File: config.mk
export PLATFORM = sky130hd
export DESIGN_NAME = ect_to_civil
export DESIGN_NICKNAME = d
export VERILOG_FILES = /design/src/rtl/ect_pkg.sv /design/src/rtl/ect_to_civil.sv
export SDC_FILE = /design/constraint.sdc
export NUM_CORES = 2
export LEC_CHECK = 0
export ABC_AREA = 1
export CAP_MARGIN = 20
export CORE_ASPECT_RATIO = 0.9
export CORE_MARGIN = 2
export CORE_UTILIZATION = 40
export DETAILED_ROUTE_END_ITERATION = 8
export DONT_BUFFER_PORTS = 1
export PLACE_DENSITY = 0.63
export SYNTH_ARGS = -nofsm -noshare
export SYNTH_HDL_FRONTEND = slang
export SYNTH_SLANG_ARGS = --single-unit
export TNS_END_PERCENT = 20
File: constraint.sdc
create_clock -name clk -period 8.8 [get_ports clk]
set_clock_uncertainty 0.1 [all_clocks]
set_input_delay 0.44 -clock clk [delete_from_list [all_inputs] [get_ports clk]]
set_output_delay 0.44 -clock clk [all_outputs]
set_load 0.01 [all_outputs]
File: src/rtl/ect_pkg.sv
// Shared types, calendar constants and reciprocal constants for the epoch / civil time converter.
// Used by every module of the block; depends on nothing else.
package ect_pkg;

  localparam int unsigned NSTG    = 11;  // pipeline depth, input register to output register
  localparam int unsigned REV_STG = 4;   // stages the civil-to-seconds datapath really needs
  localparam int unsigned NDLY    = NSTG - REV_STG;

  typedef enum logic {
    KIND_TO_CIVIL = 1'b0,
    KIND_TO_EPOCH = 1'b1
  } kind_t;

  typedef struct packed {
    logic [NSTG-1:0] en;  // stage i loads from stage i-1 in this cycle
  } pipe_ctl_t;

  localparam logic [37:0] MAX_EPOCH      = 38'd253402300799;
  localparam logic [13:0] YEAR_MIN       = 14'd1970;
  localparam logic [13:0] YEAR_MAX       = 14'd9999;
  localparam logic [3:0]  MONTH_MAX      = 4'd12;
  localparam logic [21:0] DAY_SHIFT      = 22'd719468;
  localparam logic [17:0] DAYS_PER_ERA   = 18'd146097;
  localparam logic [17:0] DOE_LAST       = 18'd146096;
  localparam logic [9:0]  DAY_SEC_ODD    = 10'd675;  // 86400 with its factor of 128 removed
  localparam logic [16:0] SECS_PER_DAY   = 17'd86400;
  localparam logic [11:0] SECS_PER_HOUR  = 12'd3600;
  localparam logic [5:0]  SECS_PER_MIN   = 6'd60;
  localparam logic [8:0]  DAYS_PER_YEAR  = 9'd365;
  localparam logic [8:0]  YEARS_PER_ERA  = 9'd400;
  localparam logic [2:0]  DAYS_PER_WEEK  = 3'd7;
  localparam logic [2:0]  EPOCH_WEEKDAY  = 3'd4;
  localparam logic [8:0]  LEAP_BIAS      = 9'd477;
  localparam logic [10:0] DAYS_FOUR_YRS  = 11'd1460;
  localparam logic [15:0] DAYS_CENTURY   = 16'd36524;
  localparam logic [7:0]  MP_DIVISOR     = 8'd153;
  localparam logic [6:0]  CENTURY        = 7'd100;

  // Rounded-up reciprocals: floor(x / d) == (x * M) >> K for every x below 2**(K - clog2(d)).
  localparam int unsigned K_675   = 41;
  localparam int unsigned K_ERA   = 40;
  localparam int unsigned K_WEEK  = 25;
  localparam int unsigned K_HOUR  = 29;
  localparam int unsigned K_1460  = 29;
  localparam int unsigned K_CENT  = 34;
  localparam int unsigned K_MIN   = 18;
  localparam int unsigned K_YEAR  = 27;
  localparam int unsigned K_YOE   = 16;
  localparam int unsigned K_YIN   = 21;
  localparam int unsigned K_MP    = 19;

  localparam logic [63:0] M_675  = ((64'd1 << K_675) + 64'(DAY_SEC_ODD) - 64'd1)
                                   / 64'(DAY_SEC_ODD);
  localparam logic [63:0] M_ERA  = ((64'd1 << K_ERA) + 64'(DAYS_PER_ERA) - 64'd1)
                                   / 64'(DAYS_PER_ERA);
  localparam logic [63:0] M_WEEK = ((64'd1 << K_WEEK) + 64'(DAYS_PER_WEEK) - 64'd1)
                                   / 64'(DAYS_PER_WEEK);
  localparam logic [63:0] M_HOUR = ((64'd1 << K_HOUR) + 64'(SECS_PER_HOUR) - 64'd1)
                                   / 64'(SECS_PER_HOUR);
  localparam logic [63:0] M_1460 = ((64'd1 << K_1460) + 64'(DAYS_FOUR_YRS) - 64'd1)
                                   / 64'(DAYS_FOUR_YRS);
  localparam logic [63:0] M_CENT = ((64'd1 << K_CENT) + 64'(DAYS_CENTURY) - 64'd1)
                                   / 64'(DAYS_CENTURY);
  localparam logic [63:0] M_MIN  = ((64'd1 << K_MIN) + 64'(SECS_PER_MIN) - 64'd1)
                                   / 64'(SECS_PER_MIN);
  localparam logic [63:0] M_YEAR = ((64'd1 << K_YEAR) + 64'(DAYS_PER_YEAR) - 64'd1)
                                   / 64'(DAYS_PER_YEAR);
  localparam logic [63:0] M_YOE  = ((64'd1 << K_YOE) + 64'(CENTURY) - 64'd1)
                                   / 64'(CENTURY);
  localparam logic [63:0] M_YIN  = ((64'd1 << K_YIN) + 64'(CENTURY) - 64'd1)
                                   / 64'(CENTURY);
  localparam logic [63:0] M_MP   = ((64'd1 << K_MP) + 64'(MP_DIVISOR) - 64'd1)
                                   / 64'(MP_DIVISOR);

  // Day of the March-based year on which month index mp starts: (153 * mp + 2) / 5.
  function automatic logic [8:0] month_start(input logic [3:0] mp);
    logic [8:0] off;
    unique case (mp)
      4'd0:    off = 9'd0;
      4'd1:    off = 9'd31;
      4'd2:    off = 9'd61;
      4'd3:    off = 9'd92;
      4'd4:    off = 9'd122;
      4'd5:    off = 9'd153;
      4'd6:    off = 9'd184;
      4'd7:    off = 9'd214;
      4'd8:    off = 9'd245;
      4'd9:    off = 9'd275;
      4'd10:   off = 9'd306;
      4'd11:   off = 9'd337;
      default: off = 9'd0;
    endcase
    return off;
  endfunction

  // Days in a common year before the first of the given month; month zero counts as January.
  function automatic logic [8:0] days_before_month(input logic [3:0] mo);
    logic [8:0] dbm;
    unique case (mo)
      4'd2:    dbm = 9'd31;
      4'd3:    dbm = 9'd59;
      4'd4:    dbm = 9'd90;
      4'd5:    dbm = 9'd120;
      4'd6:    dbm = 9'd151;
      4'd7:    dbm = 9'd181;
      4'd8:    dbm = 9'd212;
      4'd9:    dbm = 9'd243;
      4'd10:   dbm = 9'd273;
      4'd11:   dbm = 9'd304;
      4'd12:   dbm = 9'd334;
      default: dbm = 9'd0;
    endcase
    return dbm;
  endfunction

endpackage

File: src/rtl/ect_to_civil.sv
// Seconds-to-civil datapath: eleven register stages built around constant reciprocal products.
// Depends on ect_pkg; load enables come from ect_pipe_ctrl.
module ect_to_civil
  import ect_pkg::*;
(
  input  logic        clk,
  input  pipe_ctl_t   ctl,
  input  logic [37:0] epoch_seconds,
  output logic [13:0] year,
  output logic [3:0]  month,
  output logic [4:0]  day,
  output logic [4:0]  hour,
  output logic [5:0]  minute,
  output logic [5:0]  second,
  output logic [2:0]  weekday
);

  // Stage 1: clamp, split off the factor of 128 and start the divide by 675.
  logic [37:0] secs_sat;
  logic [30:0] st1_x;
  logic [6:0]  st1_lo;
  logic [62:0] st1_prod;

  assign secs_sat = (epoch_seconds > MAX_EPOCH) ? MAX_EPOCH : epoch_seconds;

  always_ff @(posedge clk) begin
    if (ctl.en[0]) begin
      st1_x    <= secs_sat[37:7];
      st1_lo   <= secs_sat[6:0];
      st1_prod <= 63'(secs_sat[37:7]) * 63'(M_675);
    end
  end

  // Stage 2: day count and second of day.
  logic [21:0] days_q;
  logic [30:0] days_back;
  logic [9:0]  sod_hi;
  logic [21:0] st2_z;
  logic [21:0] st2_wdx;
  logic [16:0] st2_sod;

  assign days_q    = st1_prod[K_675 +: 22];
  assign days_back = 31'(days_q) * 31'(DAY_SEC_ODD);
  assign sod_hi    = 10'(st1_x - days_back);

  always_ff @(posedge clk) begin
    if (ctl.en[1]) begin
      st2_z   <= days_q + DAY_SHIFT;
      st2_wdx <= days_q + 22'(EPOCH_WEEKDAY);
      st2_sod <= {sod_hi, st1_lo};
    end
  end

  // Stage 3: reciprocal products for era, weekday and hour.
  logic [21:0] st3_z;
  logic [21:0] st3_wdx;
  logic [16:0] st3_sod;
  logic [44:0] st3_pera;
  logic [44:0] st3_pwd;
  logic [34:0] st3_phr;

  always_ff @(posedge clk) begin
    if (ctl.en[2]) begin
      st3_z    <= st2_z;
      st3_wdx  <= st2_wdx;
      st3_sod  <= st2_sod;
      st3_pera <= 45'(st2_z) * 45'(M_ERA);
      st3_pwd  <= 45'(st2_wdx) * 45'(M_WEEK);
      st3_phr  <= 35'(st2_sod) * 35'(M_HOUR);
    end
  end

  // Stage 4: remainders give day of era, weekday and second of hour.
  logic [4:0]  era_q;
  logic [21:0] era_back;
  logic [19:0] wd_q;
  logic [21:0] wd_back;
  logic [5:0]  hr_q;
  logic [16:0] hr_back;
  logic [4:0]  st4_era;
  logic [17:0] st4_doe;
  logic [2:0]  st4_wd;
  logic [4:0]  st4_hour;
  logic [11:0] st4_r3600;

  assign era_q    = st3_pera[K_ERA +: 5];
  assign era_back = 22'(era_q) * 22'(DAYS_PER_ERA);
  assign wd_q     = st3_pwd[K_WEEK +: 20];
  assign wd_back  = 22'(wd_q) * 22'(DAYS_PER_WEEK);
  assign hr_q     = st3_phr[K_HOUR +: 6];
  assign hr_back  = 17'(hr_q) * 17'(SECS_PER_HOUR);

  always_ff @(posedge clk) begin
    if (ctl.en[3]) begin
      st4_era   <= era_q;
      st4_doe   <= 18'(st3_z - era_back);
      st4_wd    <= 3'(st3_wdx - wd_back);
      st4_hour  <= hr_q[4:0];
      st4_r3600 <= 12'(st3_sod - hr_back);
    end
  end

  // Stage 5: products for the leap-cycle corrections and the minute.
  logic [4:0]  st5_era;
  logic [17:0] st5_doe;
  logic [2:0]  st5_wd;
  logic [4:0]  st5_hour;
  logic [11:0] st5_r3600;
  logic [36:0] st5_p1460;
  logic [36:0] st5_pcent;
  logic [24:0] st5_pmin;

  always_ff @(posedge clk) begin
    if (ctl.en[4]) begin
      st5_era   <= st4_era;
      st5_doe   <= st4_doe;
      st5_wd    <= st4_wd;
      st5_hour  <= st4_hour;
      st5_r3600 <= st4_r3600;
      st5_p1460 <= 37'(st4_doe) * 37'(M_1460);
      st5_pcent <= 37'(st4_doe) * 37'(M_CENT);
      st5_pmin  <= 25'(st4_r3600) * 25'(M_MIN);
    end
  end

  // Stage 6: leap-corrected day of era, minute and second.
  logic [7:0]  q1460;
  logic [2:0]  qcent;
  logic        qlast;
  logic [5:0]  min_q;
  logic [11:0] min_back;
  logic [17:0] st6_t;
  logic [17:0] st6_doe;
  logic [4:0]  st6_era;
  logic [2:0]  st6_wd;
  logic [4:0]  st6_hour;
  logic [5:0]  st6_min;
  logic [5:0]  st6_sec;

  assign q1460    = st5_p1460[K_1460 +: 8];
  assign qcent    = st5_pcent[K_CENT +: 3];
  assign qlast    = (st5_doe == DOE_LAST);
  assign min_q    = st5_pmin[K_MIN +: 6];
  assign min_back = 12'(min_q) * 12'(SECS_PER_MIN);

  always_ff @(posedge clk) begin
    if (ctl.en[5]) begin
      st6_t    <= st5_doe - 18'(q1460) + 18'(qcent) - 18'(qlast);
      st6_doe  <= st5_doe;
      st6_era  <= st5_era;
      st6_wd   <= st5_wd;
      st6_hour <= st5_hour;
      st6_min  <= min_q;
      st6_sec  <= 6'(st5_r3600 - min_back);
    end
  end

  // Stage 7: start the divide by 365 for the year of era.
  logic [36:0] st7_pyoe;
  logic [17:0] st7_doe;
  logic [4:0]  st7_era;
  logic [2:0]  st7_wd;
  logic [4:0]  st7_hour;
  logic [5:0]  st7_min;
  logic [5:0]  st7_sec;

  always_ff @(posedge clk) begin
    if (ctl.en[6]) begin
      st7_pyoe <= 37'(st6_t) * 37'(M_YEAR);
      st7_doe  <= st6_doe;
      st7_era  <= st6_era;
      st7_wd   <= st6_wd;
      st7_hour <= st6_hour;
      st7_min  <= st6_min;
      st7_sec  <= st6_sec;
    end
  end

  // Stage 8: year of era, its days and its century count.
  logic [8:0]  yoe;
  logic [8:0]  st8_yoe;
  logic [17:0] st8_p365;
  logic [18:0] st8_pcent;
  logic [17:0] st8_doe;
  logic [4:0]  st8_era;
  logic [2:0]  st8_wd;
  logic [4:0]  st8_hour;
  logic [5:0]  st8_min;
  logic [5:0]  st8_sec;

  assign yoe = st7_pyoe[K_YEAR +: 9];

  always_ff @(posedge clk) begin
    if (ctl.en[7]) begin
      st8_yoe   <= yoe;
      st8_p365  <= 18'(yoe) * 18'(DAYS_PER_YEAR);
      st8_pcent <= 19'(yoe) * 19'(M_YOE);
      st8_doe   <= st7_doe;
      st8_era   <= st7_era;
      st8_wd    <= st7_wd;
      st8_hour  <= st7_hour;
      st8_min   <= st7_min;
      st8_sec   <= st7_sec;
    end
  end

  // Stage 9: day of the March-based year and the year itself.
  logic [1:0]  yoe_cent;
  logic [17:0] yr_start;
  logic [8:0]  st9_doy;
  logic [13:0] st9_y;
  logic [2:0]  st9_wd;
  logic [4:0]  st9_hour;
  logic [5:0]  st9_min;
  logic [5:0]  st9_sec;

  assign yoe_cent = st8_pcent[K_YOE +: 2];
  assign yr_start = st8_p365 + 18'(st8_yoe[8:2]) - 18'(yoe_cent);

  always_ff @(posedge clk) begin
    if (ctl.en[8]) begin
      st9_doy  <= 9'(st8_doe - yr_start);
      st9_y    <= 14'(st8_yoe) + 14'(st8_era) * 14'(YEARS_PER_ERA);
      st9_wd   <= st8_wd;
      st9_hour <= st8_hour;
      st9_min  <= st8_min;
      st9_sec  <= st8_sec;
    end
  end

  // Stage 10: month index product, (5 * doy + 2) / 153.
  logic [10:0] mp_num;
  logic [22:0] st10_pmp;
  logic [8:0]  st10_doy;
  logic [13:0] st10_y;
  logic [2:0]  st10_wd;
  logic [4:0]  st10_hour;
  logic [5:0]  st10_min;
  logic [5:0]  st10_sec;

  assign mp_num = {st9_doy, 2'b00} + 11'(st9_doy) + 11'd2;

  always_ff @(posedge clk) begin
    if (ctl.en[9]) begin
      st10_pmp  <= 23'(mp_num) * 23'(M_MP);
      st10_doy  <= st9_doy;
      st10_y    <= st9_y;
      st10_wd   <= st9_wd;
      st10_hour <= st9_hour;
      st10_min  <= st9_min;
      st10_sec  <= st9_sec;
    end
  end

  // Stage 11: calendar month and day; January and February belong to the next year.
  logic [3:0] mp;
  logic [3:0] mo;
  logic [8:0] dom;

  assign mp  = st10_pmp[K_MP +: 4];
  assign mo  = (mp < 4'd10) ? mp + 4'd3 : mp - 4'd9;
  assign dom = st10_doy - month_start(mp) + 9'd1;

  always_ff @(posedge clk) begin
    if (ctl.en[10]) begin
      year    <= st10_y + 14'(mo <= 4'd2);
      month   <= mo;
      day     <= dom[4:0];
      hour    <= st10_hour;
      minute  <= st10_min;
      second  <= st10_sec;
      weekday <= st10_wd;
    end
  end

endmodule

; After elaboration in Yosys (flattened, before gate mapping)
; Memory sizes are Yosys's and may differ from the RTL's. A register that Yosys moved wholly into a read port is not among the register bits.
; Cells that the tools add are included.
[totals]
memories = 1
output_inout_bits = 43
rom_bits = 144
elab_cells = 114
ff_bits = 805
inputBits = 50
[mem_list]
columns = memory, depth, word_bits, rd, rd_ports_with_merged_regs, write_ports, line_no
row1 = (no name shown), 16, 9, 1, 1, 0, ect_pkg.sv:78  ; unique case (mp)
[op_classes]
mux = 3
add_sub_neg = 21
multipliers = 17
magnitude_cmp = 3
n_eq_ne = 1
[ops]
columns = cell, count
row1 = $mul A31 B32 Y63 const B, 1
row2 = $mul A22 B23 Y45 const B, 1
row3 = $mul A22 B22 Y44 const B, 1
row4 = $gt A38 B38 Y1 const B, 1
row5 = $mux W38, 1
row6 = $mul A18 B19 Y37 const B, 1
row7 = $mul A17 B18 Y35 const B, 1
row8 = $mul A18 B16 Y34 const B, 1
row9 = $mul A18 B16 Y33 const B, 1
row10 = $mul A11 B12 Y23 const B, 1
row11 = $mul A12 B12 Y23 const B, 1
row12 = $add A22 B20 Y22 const B, 1
row13 = $add A22 B3 Y22 const B, 1
row14 = $mul A22 B10 Y10 const B, 1
row15 = $mul A20 B3 Y3 const B, 1
row16 = $add A18 B3 Y18, 1
row17 = $eq A18 B18 Y1 const B, 1
row18 = $mul A5 B18 Y18 const B, 1
row19 = $sub A18 B1 Y18, 1
row20 = $sub A18 B18 Y18, 1
row21 = $sub A18 B8 Y18, 1
row22 = $add A14 B1 Y14, 1
row23 = $add A9 B14 Y14, 1
row24 = $mul A9 B6 Y14 const B, 1
row25 = other kinds (20), 21

; Depth between registers and ports, before layout
[depth]
word_depth = 4
ltp_mapped = 38
ltp_nobuf = 37

; Worst setup path before layout
; Ideal clock, no wire load.
[synth_path]
path_kind = input-to-reg
start = in epoch_seconds[17]
end = reg st1_prod[51] (data pin)
arrival_time_ns = 6.813
cell_stages = 32
n_path_buf = 1
setup_slack_ns = 1.635
setup_ns = 0.252
cell_sequence = nor2_1 -> nand2_1 -> a21oi_1 -> o21ai_1 -> a21oi_4 -> inv_4 -> buf_6 -> nor2_2 -> inv_1 -> ha_1 -> fa_1 -> inv_1 -> fa_1 -> inv_1 -> fa_1 -> fa_1 -> fa_1 -> fa_1 -> inv_1 -> fa_1 -> inv_1 -> ha_1 -> nand2_1 -> nor2_1 -> inv_1 -> nor2_1 -> inv_2 -> nor2_1 -> nand3_1 -> o21bai_1 -> nand3_1 -> nand2_1
[synth_between]
elab_chain_cells = 3
[synth_rtl]
columns = element, line_no
row1 = from (decl), ect_to_civil.sv:8  ; input logic [37:0] epoch_seconds,
row2 = $gt A38 B38 Y1, ect_to_civil.sv:24  ; assign secs_sat = (epoch_seconds > MAX_EPOCH) ? MAX_EPOCH : epoch_seconds;
row3 = $mux W38 (*), ect_to_civil.sv:24
row4 = $mul A31 B32 Y63 (*), ect_to_civil.sv:30  ; st1_prod <= 63'(secs_sat[37:7]) * 63'(M_675);
row5 = to (signal assigned), ect_to_civil.sv:30
row6 = to (decl), ect_to_civil.sv:22  ; logic [62:0] st1_prod;
; Mark *: on every way between the ends. The rest lies on a longest branch, timed or not.
; A chain may end at the register's enable or synchronous reset.

; Worst setup path in the final report
[layout_path]
start = in epoch_seconds[17]
end = reg st1_prod[61] (data pin)
[layout_between]
elab_chain_cells = 3
[layout_rtl]
columns = element, line_no
row1 = $gt A38 B38 Y1, ect_to_civil.sv:24
row2 = $mux W38, ect_to_civil.sv:24
row3 = named net secs_sat[15], ect_to_civil.sv:19  ; logic [37:0] secs_sat;
row4 = $mul A31 B32 Y63, ect_to_civil.sv:30
; The timed path passes the listed nets, and every way through them passes these cells.

==> key figures <==
Outcome
  • Status: completed

STA
  • Fin. Hold Viols: 0
  • Hold WS: 0.0476 ns
  • Final min period: 7.33 ns
  • Max Freq: 136 MHz
  • Final setup fails: 0
  • Setup TNS after final layout: 0 ns
  • Unrepaired setup endpoints after global routing: no
  • Final period util: 0.833
  • Tightest Pin Transition: 1.07 ns
  • Worst slew margin: 0.290
  • Pins over their slew limit: 0

Clocking
  • Clk Latency, worst-skew pair: 0.67 ns
  • Clk slew on worst S/H paths: 0.06 ns
  • Clock Path Buffers: 3
  • Sink Count: 519
  • Number of CTS-inserted buffers: 58
  • Post-cts resize count: 0
  • TritonCTS clock tree: done
  • H-tree Lvls: 2
  • Hold Buf Count CTS: 20
  • Root buffer cell: clkbuf_16
  • Setup bufs post-CTS: 0

Global route
  • Total grt overflow: 0
  • Global-route wire length before repair: 303000 um
  • Largest net degree at the start of global routing: 59
  • Tot GR Track Use: 0.195
  • M1 GR Usage: 0.277
  • Met2 Use GR: 0.321
  • GR peak layer: met2
  • Vias in the first global route: 55100
  • Met3 Use GR: 0.0233
  • Initial antenna violation count: 3

Die
  • Die Y: 422 um
  • Io pins: 93
  • Initial Util: 0.402
  • Die W: 468 um
  • Row count: 153
  • Core area: 193000 sq um
  • Die area: 198000 sq um

Worst setup path
  • Nature of the critical path startpoint: primary input
  • Crit. Startpoint: epoch_seconds[17]
  • R2R Setup Slk: 1.88 ns
  • Crit path max fanout: 28
  • Max incr delay on CP: 0.65 ns
  • Critical setup path kind: in -> reg
  • Slowest stage cell, crit path: nor2_2
  • Reg2Reg Launch Point: st9_doy[0]
  • CP arrival: 7.64 ns
  • Setup crit end: st1_prod[61]
  • Crit-path most repeated cell: fa_1
  • Cell depth of the worst flop-to-flop path: 31
  • Crit path capture type: register
  • Data required, critical path: 9.10 ns

Drt
  • Post-DRT Antenna Nets: 0
  • Via count: 51485
  • WL/cell: 18.0 um
  • First DRT Iteration DRCs: 2970
  • DR DRC count: 0
  • Via-per-instance ratio: 4.91
  • Drt first pass iters: 6
  • Final WL: 188000 um

Final layout
  • P&R area growth vs syn: 7.23%
  • Share of cells above drive strength 1: 0.0242
  • Total Nets Final: 10641

Hold path
  • Min-delay worst type: in -> reg

Synth
  • Mux cell area share after synthesis: 0.000145
  • Largest family of logic cells by synthesized area: adder cells
  • Xor/xnor cell area share of the yosys netlist: 0.0256
  • Cell area after synthesis: 77600 sq um
  • Synth Warn #: 0
  • Cells after Synth: 7800
  • Asr flop ratio synth: 0
  • Number of synthesized flops with an enable pin: 514
  • Dominant synthesized flop cell: edfxtp_1
  • Synthesized area per cell: 9.96 sq um
  • Post-synthesis simple-gate area fraction: 0.0870
  • Yosys cell types: 59
  • Compound-Gate Fraction of Synth Area: 0.0505
  • Flops & latches, synth: 519
  • Adder and majority cell fraction of the synthesized area: 0.537
  • Register area share after synthesis: 0.200
  • Syn Nets: 10556

Place
  • Port bufs: 0
  • Dpl hpwl: 166000 um
  • GPL Wtd Cong: 0.968

Flow run
  • Max cap viols: 0
cells by family (layout without fill, tap and decap cells):
kind of cell	count (synthesis)	count (layout)
compound gates	701	701
mux	1	1
buf+inv	2060	2190
other cells	0	1
fa+ha+maj	2706	2706
flops	519	519
xor+xnor	227	227
simple gates	1586	1586
sequential cells by signal, summed over array words and instances (netlist names), 17 cells and up, named ones only:
name      flops
st1_prod     22
st2_sod      17
st2_wdx      19
st2_z        22
st3_z        18
st4_doe      18
st5_doe      18
st6_t        18
stage by stage:
| stage | cell area (sq um) | std cells | setup WS [ns] | util |
|---|---|---|---|---|
| floorplan | 77600 | 7800 | 1.63 | - |
| global placement | 80900 | 10362 | 0.776 | 0.419 |
| detailed placement | 80900 | 10362 | 0.856 | 0.419 |
| CTS | 83300 | 10487 | 1.57 | 0.431 |
| global route | 83300 | 10487 | 1.04 | 0.431 |
| finish | 83300 | 10488 | 1.47 | 0.431 |
cells in the final DEF, fill, tap and decap left out, drive strengths merged, types with 2 or more instances in the layout:
master and n:
nand3b 9, and3 5, dlygate4sd3 9, o21bai 32, a21oi 353, nor4 31, nand2 860, o2111ai 3
o221ai 3, fa 1041, o211ai 14, ha 1665, xor2 147, o21ai 192, clkinvlp 2, xnor2 80
buf 29, o31ai 11, clkbuf 74, or2 17, a21boi 15, clkinv 20, a21o 31, nor2 352
dfxtp 5, o21a 19, edfxtp 514, inv 2050, nand3 180, bufinv 6, and2 3, a31oi 15
nand4 62, nor3 65, a211oi 8
worst max-delay path, delay by kind of cell:
kind,cells,cell delay [ns]
adder cells (fa/ha/maj),9,4.01
AND/OR/NAND/NOR,7,1.19
buffers and inverters,5,0.46
AO/OA/AOI/OAI,7,1.54
metal layers:
layer	routed length, um	part of all wire
met2	87300	0.46
met5	13	0.000069
met1	89500	0.47
met4	3260	0.017
met3	8390	0.045
Yosys cell counts (30+ instances only):
cell / number / share of area
inv_1: 2033 / 0.098
ha_1: 1665 / 0.27
fa_1: 1041 / 0.27
nand2_1: 856 / 0.041
edfxtp_1: 514 / 0.20
a21oi_1: 351 / 0.023
nor2_1: 328 / 0.016
o21ai_0: 178 / 0.011
nand3_1: 176 / 0.011
xor2_1: 147 / 0.017
xnor2_1: 80 / 0.0090
nand4_1: 61 / 0.0049
nor3_1: 61 / 0.0039
o21bai_1: 32 / 0.0031
a21o_1: 31 / 0.0030
nor4_1: 30 / 0.0024
worst min path at each step:
stage,from,end,slack [ns],cells after the start
after detailed placement,st9_min[2],st10_min[2],0.30,0
final,ctl[6],st7_doe[8],0.05,1
after global placement,st9_y[8],st10_y[8],0.30,0
after global routing,ctl[8],st9_doy[7],0.02,1
after CTS,ctl[8],st9_doy[2],0.002,1
after floorplan,st10_hour[0],hour[0],0.30,0
cell type report:
cell class	count	area [sq um]
Fill cell	18481	110000
Multi-Input combinational cell	5221	54300
Sequential cell	519	15500
Inverter	2047	7690
Tap cell	2557	3200
Clock buffer	74	1570
Timing Repair Buffer	38	520
Clock inverter	31	398
Antenna cell	1	2.50
Power is left out: the tool's default activity adds up to more than one toggle a clock period on the data nets, which glitch-free logic cannot reach.
